--- src/rtl/core/cfa_pkg.sv ---
// Types and constants shared by the contiguous fit allocator.
// No dependencies.
package cfa_pkg;

   localparam int ADDR_W = 16;
   localparam int ID_W   = 16;
   localparam int CSR_INDEX_W = 2;

   localparam logic [ADDR_W-1:0] RESET_TOTAL = 16'd1024;
   localparam logic [ADDR_W-1:0] SLICE_LIMIT = 16'd10;

   typedef enum logic [2:0] {
      ST_OK         = 3'd0,
      ST_TOO_LARGE  = 3'd1,
      ST_ZERO_SIZE  = 3'd2,
      ST_NO_FIT     = 3'd3,
      ST_ID_UNKNOWN = 3'd4,
      ST_TABLE_FULL = 3'd5
   } status_type;

   typedef enum logic [0:0] {
      OP_ALLOC   = 1'b0,
      OP_RELEASE = 1'b1
   } op_type;

   localparam logic [1:0] POL_WORST = 2'd1;
   localparam logic [1:0] POL_FIRST = 2'd2;

   localparam logic [CSR_INDEX_W-1:0] CSR_TOTAL_SIZE = 2'd0;
   localparam logic [CSR_INDEX_W-1:0] CSR_FIT_POLICY = 2'd1;

   typedef struct packed {
      op_type            op;
      logic [ADDR_W-1:0] req_size;
      logic [ID_W-1:0]   region_id;
   } req_type;

   typedef struct packed {
      status_type        status;
      logic [ADDR_W-1:0] base_addr;
      logic [ADDR_W-1:0] granted_size;
      logic [ID_W-1:0]   id_out;
   } rsp_type;

   typedef struct packed {
      logic [ADDR_W-1:0] start;
      logic [ADDR_W-1:0] len;
   } free_entry_type;

   typedef struct packed {
      logic [ID_W-1:0]   id;
      logic [ADDR_W-1:0] start;
      logic [ADDR_W-1:0] len;
   } owned_entry_type;

endpackage

--- src/rtl/core/cfa_ram.sv ---
// Simple dual-port synchronous RAM, one write and one read port,
// registered read data. No dependencies.
module cfa_ram #(
   parameter int WIDTH = 32,
   parameter int DEPTH = 16,
   localparam int AW = (DEPTH > 1) ? $clog2(DEPTH) : 1
) (
   input  logic             clock,
   input  logic             wr_en,
   input  logic [AW-1:0]    wr_addr,
   input  logic [WIDTH-1:0] wr_data,
   input  logic [AW-1:0]    rd_addr,
   output logic [WIDTH-1:0] rd_data
);

   logic [WIDTH-1:0] mem [DEPTH];
   logic [WIDTH-1:0] rd_data_ff;

   always_ff @(posedge clock) begin
      if (wr_en) begin
         mem[wr_addr] <= wr_data;
      end
   end

   always_ff @(posedge clock) begin
      rd_data_ff <= mem[rd_addr];
   end

   assign rd_data = rd_data_ff;

endmodule

--- src/rtl/core/contiguous_fit_allocator_top.sv ---
// Allocate, or release of an unknown id, scans the tables once in S_SCAN_A and then commits;
// release of an owned id also makes a second pass, S_SCAN_B, which looks for free neighbors.
// Throughput: one word at a time; busy stays high until the result is on rsp_data.
// Results are a one-cycle strobe, the receiver cannot stall.
// Reset: the S_INIT state writes the initial free extent, busy high meanwhile.
// Depends on cfa_pkg and cfa_ram.
module contiguous_fit_allocator_top #(
   parameter int OWNED_ENTRIES = 16,
   parameter int FREE_ENTRIES  = 17
) (
   input  logic                                clock,
   input  logic                                reset,
   input  logic                                start,
   output logic                                busy,
   input  cfa_pkg::req_type                    req_data,
   output logic                                rsp_valid,
   output cfa_pkg::rsp_type                    rsp_data,
   input  logic                                csr_valid,
   output logic                                csr_ready,
   input  logic [cfa_pkg::CSR_INDEX_W-1:0]     csr_index,
   input  logic [cfa_pkg::ADDR_W-1:0]          csr_wdata
);

   localparam int FIDX_W = (FREE_ENTRIES > 1) ? $clog2(FREE_ENTRIES) : 1;
   localparam int OIDX_W = (OWNED_ENTRIES > 1) ? $clog2(OWNED_ENTRIES) : 1;
   localparam int SCAN_N = (FREE_ENTRIES > OWNED_ENTRIES) ? FREE_ENTRIES : OWNED_ENTRIES;
   localparam int CNT_W  = $clog2(SCAN_N + 1);
   localparam int AW     = cfa_pkg::ADDR_W;
   localparam int IW     = cfa_pkg::ID_W;

   typedef enum logic [4:0] {
      S_INIT   = 5'b00001,
      S_IDLE   = 5'b00010,
      S_SCAN_A = 5'b00100,
      S_SCAN_B = 5'b01000,
      S_COMMIT = 5'b10000
   } state_type;

   state_type state_ff, state_in;
   logic [CNT_W-1:0] cnt_ff, cnt_in, pcnt_ff, pcnt_in;
   logic pvld_ff, pvld_in;
   cfa_pkg::req_type req_ff, req_in;
   logic [AW-1:0] total_ff, total_in;
   logic [1:0] pol_ff, pol_in;
   logic [IW-1:0] next_id_ff, next_id_in;
   logic [FREE_ENTRIES-1:0] free_valid_ff, free_valid_in;
   logic [OWNED_ENTRIES-1:0] owned_valid_ff, owned_valid_in;

   // allocate pass: chosen extent and first empty owned slot
   logic b_found_ff, b_found_in;
   logic [FIDX_W-1:0] b_idx_ff, b_idx_in;
   logic [AW-1:0] b_start_ff, b_start_in, b_len_ff, b_len_in;
   logic os_found_ff, os_found_in;
   logic [OIDX_W-1:0] os_idx_ff, os_idx_in;
   // release passes: owned hit, left and right neighbors, first empty free slot
   logic r_found_ff, r_found_in;
   logic [OIDX_W-1:0] r_slot_ff, r_slot_in;
   logic [AW-1:0] r_start_ff, r_start_in, r_len_ff, r_len_in;
   logic l_found_ff, l_found_in;
   logic [FIDX_W-1:0] l_idx_ff, l_idx_in;
   logic [AW-1:0] l_start_ff, l_start_in, l_len_ff, l_len_in;
   logic rr_found_ff, rr_found_in;
   logic [FIDX_W-1:0] rr_idx_ff, rr_idx_in;
   logic [AW-1:0] rr_len_ff, rr_len_in;
   logic ff_found_ff, ff_found_in;
   logic [FIDX_W-1:0] ff_idx_ff, ff_idx_in;

   logic rsp_valid_ff, rsp_valid_in;
   cfa_pkg::rsp_type rsp_ff, rsp_in;

   logic fw_en, ow_en;
   logic [FIDX_W-1:0] fw_addr;
   logic [OIDX_W-1:0] ow_addr;
   cfa_pkg::free_entry_type fw_data, f_rd;
   cfa_pkg::owned_entry_type ow_data, o_rd;

   cfa_ram #(.WIDTH($bits(cfa_pkg::free_entry_type)), .DEPTH(FREE_ENTRIES)) u_free_ram (
      .clock   (clock),
      .wr_en   (fw_en),
      .wr_addr (fw_addr),
      .wr_data (fw_data),
      .rd_addr (cnt_ff[FIDX_W-1:0]),
      .rd_data (f_rd)
   );

   cfa_ram #(.WIDTH($bits(cfa_pkg::owned_entry_type)), .DEPTH(OWNED_ENTRIES)) u_owned_ram (
      .clock   (clock),
      .wr_en   (ow_en),
      .wr_addr (ow_addr),
      .wr_data (ow_data),
      .rd_addr (cnt_ff[OIDX_W-1:0]),
      .rd_data (o_rd)
   );

   assign busy      = (state_ff != S_IDLE);
   assign csr_ready = (state_ff == S_IDLE) || (state_ff == S_INIT);
   assign rsp_valid = rsp_valid_ff;
   assign rsp_data  = rsp_ff;

   always_comb begin
      logic f_hit, o_hit, fv, ov, take, scan_end;
      logic [AW:0] f_end, r_end;
      logic [IW-1:0] nid;
      logic [AW-1:0] left, gsize;
      logic [FIDX_W-1:0] fidx;
      logic [OIDX_W-1:0] oidx;

      state_in = state_ff;
      cnt_in = cnt_ff;
      pvld_in = 1'b0;
      pcnt_in = cnt_ff;
      req_in = req_ff;
      total_in = total_ff;
      pol_in = pol_ff;
      next_id_in = next_id_ff;
      free_valid_in = free_valid_ff;
      owned_valid_in = owned_valid_ff;
      b_found_in = b_found_ff; b_idx_in = b_idx_ff;
      b_start_in = b_start_ff; b_len_in = b_len_ff;
      os_found_in = os_found_ff; os_idx_in = os_idx_ff;
      r_found_in = r_found_ff; r_slot_in = r_slot_ff;
      r_start_in = r_start_ff; r_len_in = r_len_ff;
      l_found_in = l_found_ff; l_idx_in = l_idx_ff;
      l_start_in = l_start_ff; l_len_in = l_len_ff;
      rr_found_in = rr_found_ff; rr_idx_in = rr_idx_ff; rr_len_in = rr_len_ff;
      ff_found_in = ff_found_ff; ff_idx_in = ff_idx_ff;
      rsp_valid_in = 1'b0;
      rsp_in = rsp_ff;
      fw_en = 1'b0; fw_addr = '0; fw_data = '0;
      ow_en = 1'b0; ow_addr = '0; ow_data = '0;

      fidx = pcnt_ff[FIDX_W-1:0];
      oidx = pcnt_ff[OIDX_W-1:0];
      f_hit = pvld_ff && (pcnt_ff < CNT_W'(FREE_ENTRIES));
      o_hit = pvld_ff && (pcnt_ff < CNT_W'(OWNED_ENTRIES));
      fv = f_hit && free_valid_ff[fidx];
      ov = o_hit && owned_valid_ff[oidx];
      f_end = {1'b0, f_rd.start} + {1'b0, f_rd.len};
      r_end = {1'b0, r_start_ff} + {1'b0, r_len_ff};
      scan_end = (cnt_ff == CNT_W'(SCAN_N));
      nid = next_id_ff + IW'(1);
      if (nid == '0) begin
         nid = IW'(1);
      end
      left = b_len_ff - req_ff.req_size;
      gsize = req_ff.req_size;
      take = 1'b0;

      case (state_ff)
         S_INIT: begin
            fw_en = 1'b1;
            fw_data.len = total_ff;
            state_in = S_IDLE;
         end
         S_IDLE: begin
            if (start) begin
               req_in = req_data;
               cnt_in = '0;
               b_found_in = 1'b0; os_found_in = 1'b0; r_found_in = 1'b0;
               l_found_in = 1'b0; rr_found_in = 1'b0; ff_found_in = 1'b0;
               state_in = S_SCAN_A;
            end
         end
         S_SCAN_A: begin
            if (req_ff.op == cfa_pkg::OP_ALLOC) begin
               if (pol_ff == cfa_pkg::POL_WORST) begin
                  take = fv && (!b_found_ff || f_rd.len > b_len_ff ||
                         (f_rd.len == b_len_ff && f_rd.start < b_start_ff));
               end else if (pol_ff == cfa_pkg::POL_FIRST) begin
                  take = fv && f_rd.len >= req_ff.req_size &&
                         (!b_found_ff || f_rd.start < b_start_ff);
               end else begin
                  take = fv && f_rd.len >= req_ff.req_size &&
                         (!b_found_ff || f_rd.len < b_len_ff ||
                         (f_rd.len == b_len_ff && f_rd.start < b_start_ff));
               end
               if (take) begin
                  b_found_in = 1'b1; b_idx_in = fidx;
                  b_start_in = f_rd.start; b_len_in = f_rd.len;
               end
               if (o_hit && !owned_valid_ff[oidx] && !os_found_ff) begin
                  os_found_in = 1'b1; os_idx_in = oidx;
               end
            end else begin
               if (ov && req_ff.region_id != '0 && o_rd.id == req_ff.region_id &&
                   !r_found_ff) begin
                  r_found_in = 1'b1; r_slot_in = oidx;
                  r_start_in = o_rd.start; r_len_in = o_rd.len;
               end
            end
            if (scan_end) begin
               cnt_in = '0;
               if (req_ff.op == cfa_pkg::OP_RELEASE && r_found_in) begin
                  state_in = S_SCAN_B;
               end else begin
                  state_in = S_COMMIT;
               end
            end else begin
               cnt_in = cnt_ff + CNT_W'(1);
               pvld_in = 1'b1;
            end
         end
         S_SCAN_B: begin
            if (fv && f_end == {1'b0, r_start_ff}) begin
               l_found_in = 1'b1; l_idx_in = fidx;
               l_start_in = f_rd.start; l_len_in = f_rd.len;
            end
            if (fv && {1'b0, f_rd.start} == r_end) begin
               rr_found_in = 1'b1; rr_idx_in = fidx; rr_len_in = f_rd.len;
            end
            if (f_hit && !free_valid_ff[fidx] && !ff_found_ff) begin
               ff_found_in = 1'b1; ff_idx_in = fidx;
            end
            if (scan_end) begin
               state_in = S_COMMIT;
            end else begin
               cnt_in = cnt_ff + CNT_W'(1);
               pvld_in = 1'b1;
            end
         end
         S_COMMIT: begin
            rsp_valid_in = 1'b1;
            rsp_in = '0;
            state_in = S_IDLE;
            if (req_ff.op == cfa_pkg::OP_ALLOC) begin
               if (req_ff.req_size > total_ff) begin
                  rsp_in.status = cfa_pkg::ST_TOO_LARGE;
               end else if (req_ff.req_size == '0) begin
                  rsp_in.status = cfa_pkg::ST_ZERO_SIZE;
               end else if (!os_found_ff) begin
                  rsp_in.status = cfa_pkg::ST_TABLE_FULL;
               end else if (!b_found_ff || b_len_ff < req_ff.req_size) begin
                  rsp_in.status = cfa_pkg::ST_NO_FIT;
               end else begin
                  if (left <= cfa_pkg::SLICE_LIMIT) begin
                     // small leftover is absorbed into the grant
                     gsize = b_len_ff;
                     free_valid_in[b_idx_ff] = 1'b0;
                  end else begin
                     fw_en = 1'b1;
                     fw_addr = b_idx_ff;
                     fw_data.start = b_start_ff + req_ff.req_size;
                     fw_data.len = left;
                  end
                  ow_en = 1'b1;
                  ow_addr = os_idx_ff;
                  ow_data.id = nid;
                  ow_data.start = b_start_ff;
                  ow_data.len = gsize;
                  owned_valid_in[os_idx_ff] = 1'b1;
                  next_id_in = nid;
                  rsp_in.status = cfa_pkg::ST_OK;
                  rsp_in.base_addr = b_start_ff;
                  rsp_in.granted_size = gsize;
                  rsp_in.id_out = nid;
               end
            end else begin
               if (!r_found_ff) begin
                  rsp_in.status = cfa_pkg::ST_ID_UNKNOWN;
               end else begin
                  owned_valid_in[r_slot_ff] = 1'b0;
                  fw_en = 1'b1;
                  if (l_found_ff) begin
                     // left neighbor absorbs region and right neighbor if any
                     fw_addr = l_idx_ff;
                     fw_data.start = l_start_ff;
                     fw_data.len = l_len_ff + r_len_ff + (rr_found_ff ? rr_len_ff : '0);
                     if (rr_found_ff) begin
                        free_valid_in[rr_idx_ff] = 1'b0;
                     end
                  end else if (rr_found_ff) begin
                     fw_addr = rr_idx_ff;
                     fw_data.start = r_start_ff;
                     fw_data.len = r_len_ff + rr_len_ff;
                  end else begin
                     fw_addr = ff_idx_ff;
                     fw_data.start = r_start_ff;
                     fw_data.len = r_len_ff;
                     fw_en = ff_found_ff;
                     if (ff_found_ff) begin
                        free_valid_in[ff_idx_ff] = 1'b1;
                     end
                  end
                  rsp_in.status = cfa_pkg::ST_OK;
                  rsp_in.base_addr = r_start_ff;
                  rsp_in.granted_size = r_len_ff;
                  rsp_in.id_out = req_ff.region_id;
               end
            end
         end
         default: begin
            state_in = S_IDLE;
         end
      endcase

      // configuration words, taken only while idle (or during init)
      if (csr_valid && csr_ready) begin
         if (csr_index == cfa_pkg::CSR_TOTAL_SIZE) begin
            total_in = csr_wdata;
            free_valid_in = '0;
            free_valid_in[0] = (csr_wdata != '0);
            owned_valid_in = '0;
            fw_en = 1'b1;
            fw_addr = '0;
            fw_data.start = '0;
            fw_data.len = csr_wdata;
         end else if (csr_index == cfa_pkg::CSR_FIT_POLICY) begin
            pol_in = csr_wdata[1:0];
         end
      end
   end

   always_ff @(posedge clock) begin
      if (reset) begin
         state_ff <= S_INIT;
         pvld_ff <= 1'b0;
         cnt_ff <= '0;
         total_ff <= cfa_pkg::RESET_TOTAL;
         pol_ff <= '0;
         next_id_ff <= '0;
         free_valid_ff <= FREE_ENTRIES'(1);
         owned_valid_ff <= '0;
         rsp_valid_ff <= 1'b0;
      end else begin
         state_ff <= state_in;
         pvld_ff <= pvld_in;
         cnt_ff <= cnt_in;
         total_ff <= total_in;
         pol_ff <= pol_in;
         next_id_ff <= next_id_in;
         free_valid_ff <= free_valid_in;
         owned_valid_ff <= owned_valid_in;
         rsp_valid_ff <= rsp_valid_in;
      end
   end

   always_ff @(posedge clock) begin
      pcnt_ff <= pcnt_in;
      req_ff <= req_in;
      b_found_ff <= b_found_in; b_idx_ff <= b_idx_in;
      b_start_ff <= b_start_in; b_len_ff <= b_len_in;
      os_found_ff <= os_found_in; os_idx_ff <= os_idx_in;
      r_found_ff <= r_found_in; r_slot_ff <= r_slot_in;
      r_start_ff <= r_start_in; r_len_ff <= r_len_in;
      l_found_ff <= l_found_in; l_idx_ff <= l_idx_in;
      l_start_ff <= l_start_in; l_len_ff <= l_len_in;
      rr_found_ff <= rr_found_in; rr_idx_ff <= rr_idx_in; rr_len_ff <= rr_len_in;
      ff_found_ff <= ff_found_in; ff_idx_ff <= ff_idx_in;
      rsp_ff <= rsp_in;
   end

   a_accept_busy: assert property (@(posedge clock) disable iff (reset)
      (start && !busy) |=> busy)
      else $error("accepted word did not raise busy");

   a_single_strobe: assert property (@(posedge clock) disable iff (reset)
      rsp_valid |=> !rsp_valid)
      else $error("back-to-back result strobes");

   a_error_zero: assert property (@(posedge clock) disable iff (reset)
      (rsp_valid && rsp_data.status != cfa_pkg::ST_OK) |->
      (rsp_data.base_addr == '0 && rsp_data.granted_size == '0 && rsp_data.id_out == '0))
      else $error("error result carries payload");

   a_ok_id: assert property (@(posedge clock) disable iff (reset)
      (rsp_valid && rsp_data.status == cfa_pkg::ST_OK) |->
      (rsp_data.id_out != '0 && rsp_data.granted_size != '0))
      else $error("ok result with zero id or size");

endmodule

--- config.mk ---
export PLATFORM = sky130hd
export DESIGN_NAME = contiguous_fit_allocator_top
export DESIGN_NICKNAME = d
export VERILOG_FILES = /design/src/rtl/core/cfa_pkg.sv /design/src/rtl/core/cfa_ram.sv /design/src/rtl/core/contiguous_fit_allocator_top.sv
export SDC_FILE = /design/constraint.sdc
export NUM_CORES = 2
export LEC_CHECK = 0
export ABC_AREA = 1
export BUFFER_PORTS_ARGS = -buffer_cell sky130_fd_sc_hd__buf_2
export CAP_MARGIN = 5
export CORE_MARGIN = 4
export CORE_UTILIZATION = 35
export DETAILED_ROUTE_END_ITERATION = 7
export GPL_TIMING_DRIVEN = 1
export SLEW_MARGIN = 10
export SYNTH_ARGS = -nofsm -noshare
export SYNTH_HDL_FRONTEND = slang
export SYNTH_HIERARCHICAL = 1
export SYNTH_SLANG_ARGS = --single-unit
export TNS_END_PERCENT = 50
--- constraint.sdc ---
create_clock -name clock -period 6.41 [get_ports clock]
set_input_delay 0 -clock clock [delete_from_list [all_inputs] [get_ports clock]]
set_output_delay 0 -clock clock [all_outputs]
set_load 0.05 [all_outputs]
# [Word level (Yosys, flattened, before mapping)]
# Memories as Yosys holds them, arrays and structs flattened. A register that Yosys moved wholly into a read port is not among the register bits.
# Index checks and enable logic that the tools add are counted.
[totals] ff_bits=314 ram_bits=1312 input_bits=55 output_inout_bits=54 word_cells=314 mem_count=2
[memory_table] name="u_owned_ram.mem" depth=16 width=48 read_ports=1 rd_ports_with_merged_regs=1 wr=1 line_no="cfa_ram.sv:16" text="logic [WIDTH-1:0] mem [DEPTH];"
[memory_table] name="u_free_ram.mem" depth=17 width=32 read_ports=1 rd_ports_with_merged_regs=1 wr=1 line_no="cfa_ram.sv:16"
[op_classes] add_sub_neg=9 magnitude_cmp=21 eq_ne=24 muxes=142 bitwise_logic=14 reduce_logical=66
[ops] operator="48-bit 2-to-1 mux" count=11
[ops] operator="32-bit 2-to-1 mux" count=10
[ops] operator="17-bit 2-to-1 mux" count=14
[ops] operator="16-bit 2-to-1 mux" count=14
[ops] operator="5-bit 2-to-1 mux" count=19
[ops] operator="16-bit adder" count=4
[ops] operator="51-bit 2-to-1 mux" count=1
[ops] operator="16-bit < comparator" count=3
[ops] operator="1-bit 2-to-1 mux" count=45
[ops] operator="16-bit by 16-bit adder with 17-bit output" count=2
[ops] operator="17-bit bitwise AND" count=2
[ops] operator="17-bit NOT" count=2
[ops] operator="16-bit == test" count=2
[ops] operator="16-bit greater-than comparator" count=2
[ops] operator="16-bit zero test" count=2
[ops] operator="16-bit one-hot mux with 2 select lines" count=1
[ops] operator="16-bit nonzero test" count=2
[ops] operator="5-bit one-hot mux with 3 select lines" count=2
[ops] operator="3-bit AND reduction" count=9
[ops] operator="1-bit logical AND" count=25
[ops] operator="5-bit by 6-bit < comparator with 1-bit output (second input constant)" count=4
[ops] operator="4-bit 2-to-1 mux" count=6
[ops] operator="2-bit inequality test (second input constant)" count=10
[ops] operator="16-bit by 17-bit == test with 1-bit output" count=1
[ops] operator="39 further kinds" count=83

# [Depth between registers and ports, before layout]
[depth] depth_word=15 ltp_mapped=24 ltp_nobuf=23

# [By module]
# Netlist, hierarchy kept.
[modules_own_cells] module="cfa_ram (u_owned_ram)" instances=1 cells_each=3165 area_per_inst_um2=33988.8 seq_area_each_um2=24023.0
[modules_own_cells] module="cfa_ram (u_free_ram)" instances=1 cells_each=1876 area_per_inst_um2=22571.6 seq_area_each_um2=16976.3
[modules_own_cells] module="contiguous_fit_allocator_top" instances=1 cells_each=2870 area_per_inst_um2=22162.5 seq_area_each_um2=8588.2

# [Least setup slack after synthesis]
# OpenSTA, ideal clock, no wires.
[synth_timing] path_kind="register -> register" startpoint="register state_ff[0]" endpoint="memory u_free_ram.mem[32][0], in the netlist u_free_ram/mem[16][0] (enable)" arrival_time_ns=6.336 slack_ns=-0.428 path_stages_with_launch=10 n_path_buf=2 synth_period_minus_slack_ns=6.838 path_cell_list="dfxtp_1 -> nor2_1 -> inv_1 -> nor3_2 -> clkbuf_1 -> clkbuf_1 -> nand4_1 -> nand3_1 -> nand2_1 -> nor4_1"
[synth_between] elab_chain_len=6 word_cells_on_any_way=13
[synth_rtl] element="from (decl)" line_no="contiguous_fit_allocator_top.sv:39" text="state_type state_ff, state_in;"
[synth_rtl] element="from (signal assigned)" line_no="contiguous_fit_allocator_top.sv:325" text="state_ff <= state_in;"
[synth_rtl] element="5-bit == test, or another cell as far along" line_no="contiguous_fit_allocator_top.sv:149" text="case (state_ff)"
[synth_rtl] element="1-bit one-hot mux with 2 select lines or 1-bit logical OR (tied branches)" line_no="contiguous_fit_allocator_top.sv:149, contiguous_fit_allocator_top.sv:96"
[synth_rtl] element="1-bit 2-to-1 mux or 1-bit logical AND (tied branches)" line_no="contiguous_fit_allocator_top.sv:298, contiguous_fit_allocator_top.sv:297"
[synth_rtl] element="1-bit 2-to-1 mux (*)" line_no="contiguous_fit_allocator_top.sv:297" text="if (csr_valid && csr_ready) begin"
[synth_rtl] element="net fw_en" line_no="contiguous_fit_allocator_top.sv:71" text="logic fw_en, ow_en;"
[synth_rtl] element="1-bit 2-to-1 mux (*)" line_no="cfa_ram.sv:20" text="if (wr_en) begin"
[synth_rtl] element="1-bit 2-to-1 mux (implied by the code) (*)" line_no="cfa_ram.sv:21" text="mem[wr_addr] <= wr_data;"
[synth_rtl] element="to (decl)" line_no="cfa_ram.sv:16"
# The timed path passes the listed nets; every way through them passes the cells marked *.

# [Worst setup path in the final report]
[layout_timing] startpoint="register req_ff[16] in the netlist's numbering" endpoint="memory u_free_ram.mem[26][21], in the netlist u_free_ram/mem[13][21] (enable)"
[layout_between] word_cells_on_any_way=26
[layout_rtl] element="from (decl)" line_no="contiguous_fit_allocator_top.sv:42" text="cfa_pkg::req_type req_ff, req_in;"
[layout_rtl] element="from (signal assigned)" line_no="contiguous_fit_allocator_top.sv:339" text="req_ff <= req_in;"
[layout_rtl] element="16-bit subtractor" line_no="contiguous_fit_allocator_top.sv:145" text="left = b_len_ff - req_ff.req_size;"
[layout_rtl] element="16-bit by 4-bit <= comparator with 1-bit output" line_no="contiguous_fit_allocator_top.sv:235" text="if (left <= cfa_pkg::SLICE_LIMIT) begin"
[layout_rtl] element="5-bit 2-to-1 mux" line_no="contiguous_fit_allocator_top.sv:235"
[layout_rtl] element="5-bit 2-to-1 mux" line_no="contiguous_fit_allocator_top.sv:232" text="end else if (!b_found_ff || b_len_ff < req_ff.req_size) begin"
[layout_rtl] element="5-bit 2-to-1 mux" line_no="contiguous_fit_allocator_top.sv:230" text="end else if (!os_found_ff) begin"
[layout_rtl] element="5-bit 2-to-1 mux" line_no="contiguous_fit_allocator_top.sv:228" text="end else if (req_ff.req_size == '0) begin"
[layout_rtl] element="5-bit 2-to-1 mux (*)" line_no="contiguous_fit_allocator_top.sv:226" text="if (req_ff.req_size > total_ff) begin"
[layout_rtl] element="5-bit 2-to-1 mux (*)" line_no="contiguous_fit_allocator_top.sv:225" text="if (req_ff.op == cfa_pkg::OP_ALLOC) begin"
[layout_rtl] element="5-bit 2-to-1 mux (*)" line_no="contiguous_fit_allocator_top.sv:149"
[layout_rtl] element="5-bit 2-to-1 mux" line_no="contiguous_fit_allocator_top.sv:298" text="if (csr_index == cfa_pkg::CSR_TOTAL_SIZE) begin"
[layout_rtl] element="5-bit 2-to-1 mux (*)" line_no="contiguous_fit_allocator_top.sv:297"
[layout_rtl] element="net fw_addr[2]" line_no="contiguous_fit_allocator_top.sv:72" text="logic [FIDX_W-1:0] fw_addr;"
# Marks and branches as above.

==> impl_metrics.json <==
{
  "synthDistinctLibCells": 59,
  "die_area_sq_um": 233000,
  "grt_pass1_wl_um": 359000,
  "max_cap_violations": 0,
  "initial_core_util_pct": 35.3,
  "post_drt_wl_per_cell_um": 21.9,
  "synth-edff-count": 1542,
  "grt_max_degree": 177,
  "design_area_sq_um": 89500,
  "synth.area.top_cells": "edfxtp_1 59%, nand2_1 12%, nand3_1 7.3%, inv_1 4.6%, dfxtp_1 4.2%",
  "cp_slowest_cell": "nor2_4",
  "ys_ff_latch": 1706,
  "crit_fanout": 19,
  "max_freq_mhz": 193,
  "synth_top_area_share_pct": 58.8,
  "final.min_clock_period_ns": 5.19,
  "power_density_nw_per_um2": 258,
  "drc": 0,
  "status": "finished clean",
  "cts_root_buf": "clkbuf_16",
  "synth_nets": 8145,
  "cts.htree.levels": 4,
  "postCtsSetupBuffers": 0,
  "via_per_inst": 5.12,
  "gp_congestion": 0.960,
  "ir_drop_uv": 225,
  "seq_area_frac_synth_pct": 63.0,
  "critPathKind": "reg -> reg",
  "synthCells": 7911,
  "fin_setup_tns_ns": 0,
  "cp_slowest_stage_delay_ns": 0.65,
  "core_area_sq_um": 223000,
  "crit_top_cell": "nand2_1",
  "setup_slack_ns": 1.22,
  "yosys_warnings": 6,
  "async_flop_share_pct": 0,
  "layout-drive-gt1-share_pct": 7.46,
  "antenna_found_initial": 14,
  "cts_sinks": 1706,
  "place_ws_ns": 1.31,
  "dieHeight_um": 482,
  "setup_viol": 0,
  "fillCellCount": 21300,
  "vias": 57400,
  "multi_input_area_sq_um": 23800,
  "row_count": 173,
  "grt_pass1_vias": 54200,
  "cts_buffers": 180,
  "cts_tree": "done",
  "cp_data_required_time_ns": 6.92,
  "syn_to_final_growth_pct": 13.7,
  "drtPass1Iterations": 8,
  "rsz0062_at_grt": "false",
  "finalCritPeriodShare_pct": 80.9,
  "start_kind": "flip-flop",
  "yosysTopAreaCell": "edfxtp_1",
  "port_buffers": 108,
  "postCtsHoldBufs": 103,
  "netlist_area_sq_um": 78700,
  "synth.top_cells.by_count": "2449 x nand2_1, 1542 x edfxtp_1, 1144 x nand3_1",
  "clkSlewWorstSetupHoldPaths_ns": 0.06,
  "syn_avg_cell_area_sq_um": 9.95,
  "power_mw": 23.1,
  "drt_iter0_markers": 5725,
  "cp-end-kind": "flip-flop",
  "ctsResizeCount": 0,
  "hold_viol": 0,
  "dpl-instance-area_sq_um": 82600,
  "fin_nets": 8319,
  "yosysMostFrequentCell": "nand2_1",
  "register_area_sq_um": 49600,
  "grt_util_all_layers_pct": 20.6,
  "grt_overflow": 0,
  "hpwlAfterDp_um": 157000,
  "hp-class": "in -> reg",
  "wl_um": 245000,
  "die_w_um": 482,
  "io_pins": 109,
  "worst_slew_pin_slew_ns": 1.23,
  "clockBufferDepth": 3,
  "cp_cell_sequence": "ha_1 > fa_1 > inv_1 > nand3_1 > nand2_2 > nand2_1 > nand2_1 > nand2_1 > nand2_1 > nand3_2 > nor2_4 > nand2_2 > clkinv_1 > nand2_1 > nand2_1 > nand2_2 > nor2_1 > nand3_1 > nor2_4 > buf_12",
  "drtAntennaViolNets": 0,
  "worstPathArrival_ns": 5.70,
  "slew_headroom_pct": 17.6,
  "clock_latency_ns": 0.86,
  "slew_viol_final": 0,
  "p_leak_nw": 36.1,
  "synth_flop_cell": "edfxtp_1",
  "skew_ns": 0.0807
}
worst paths after layout:
path	depth (start not counted)	slack, ns	startpoint	endpoint
worst max-delay path	20	1.22	req_ff[16]	u_free_ram/mem[13][21]
worst min-delay path	2	0.12	reset	state_ff[0]
worst max register to register	20	1.22	req_ff[16]	u_free_ram/mem[13][21]
worst min register to register	0	0.40	u_owned_ram/rd_data[0]	r_len_ff[0]
state kept, by name, summed over array words and instances, names as in the netlist, 17 cells and up:
signal	cells
req_ff	33
rsp_data	51
free_valid_ff	17
u_owned_ram/mem	768
u_free_ram/rd_data	32
u_free_ram/mem	544
u_owned_ram/rd_data	48
kinds of logic (layout without fill, tap and decap cells):
group,after synthesis,after routing,synth area share [%]
AND/OR/NAND/NOR,4070,4070,21.9
AO/OA/AOI/OAI,543,543,3.91
flip-flops,1706,1706,63.0
adder cells (fa/ha/maj),179,179,3.05
XOR/XNOR,81,81,0.938
buffers and inverters,1332,1656,7.25
other,0,3,0
cells in the final DEF, fill, tap and decap left out, drive strengths merged, types with 4 or more instances in the layout:
cell / count
nand2: 2454
edfxtp: 1542
nand3: 1145
inv: 980
nor2: 308
buf: 241
a21oi: 240
clkbuf: 231
dfxtp: 164
o21ai: 162
ha: 158
dlygate4sd3: 103
clkinv: 82
nor3: 70
nand4: 54
xor2: 46
xnor2: 33
o21bai: 28
fa: 21
a221oi: 18
a211oi: 17
o22ai: 16
o211ai: 15
nor4: 15
nand3b: 13
bufinv: 12
a31oi: 10
a21o: 9
clkinvlp: 7
o31ai: 5
or2: 4
a22oi: 4
a21boi: 4
worst max-delay path, delay by kind of cell, from the launching register on:
kind                       cells  cell delay (ns)
DFF                            1             0.46
and+or+nand+nor               15             3.21
buffers and inverters          3             0.50
adders and majority gates      2             0.67
per-stage QoR:
stage               cells  hold WS (ns)  util, %
floorplan            7911        0.0989        -
global placement    10800         0.177     37.0
detailed placement  10800         0.178     37.0
CTS                 11200        0.0273     40.1
global route        11200         0.103     40.1
finish              11200         0.118     40.1
power by group:
| part | internal, mW | leakage [nW] | switching [mW] |
|---|---|---|---|
| combinational | 0.239 | 18.9 | 0.474 |
| sequential | 12.0 | 14.4 | 0.0738 |
| clock | 5.82 | 2.84 | 4.49 |
| total | 18.1 | 36.1 | 5.04 |
layout make-up:
class / instances / area share, %
clock buffer: 231 / 5.35
timing repair buffer: 344 / 3.12
tap: 2975 / 4.16
antenna: 3 / 0.00839
clock inverter: 101 / 1.20
sequential: 1706 / 55.4
multi-input combinational: 4873 / 26.6
inverter: 980 / 4.14
routing by layer:
layer	vias up	GRT usage, %	share of wire, %
li1	26800	-	-
met1	27900	27.9	42
met4	0	7.79	3.9
met2	2231	33.3	46
met5	-	0	0
met3	440	3.39	7.3
(Power assumes the default switching activity.)
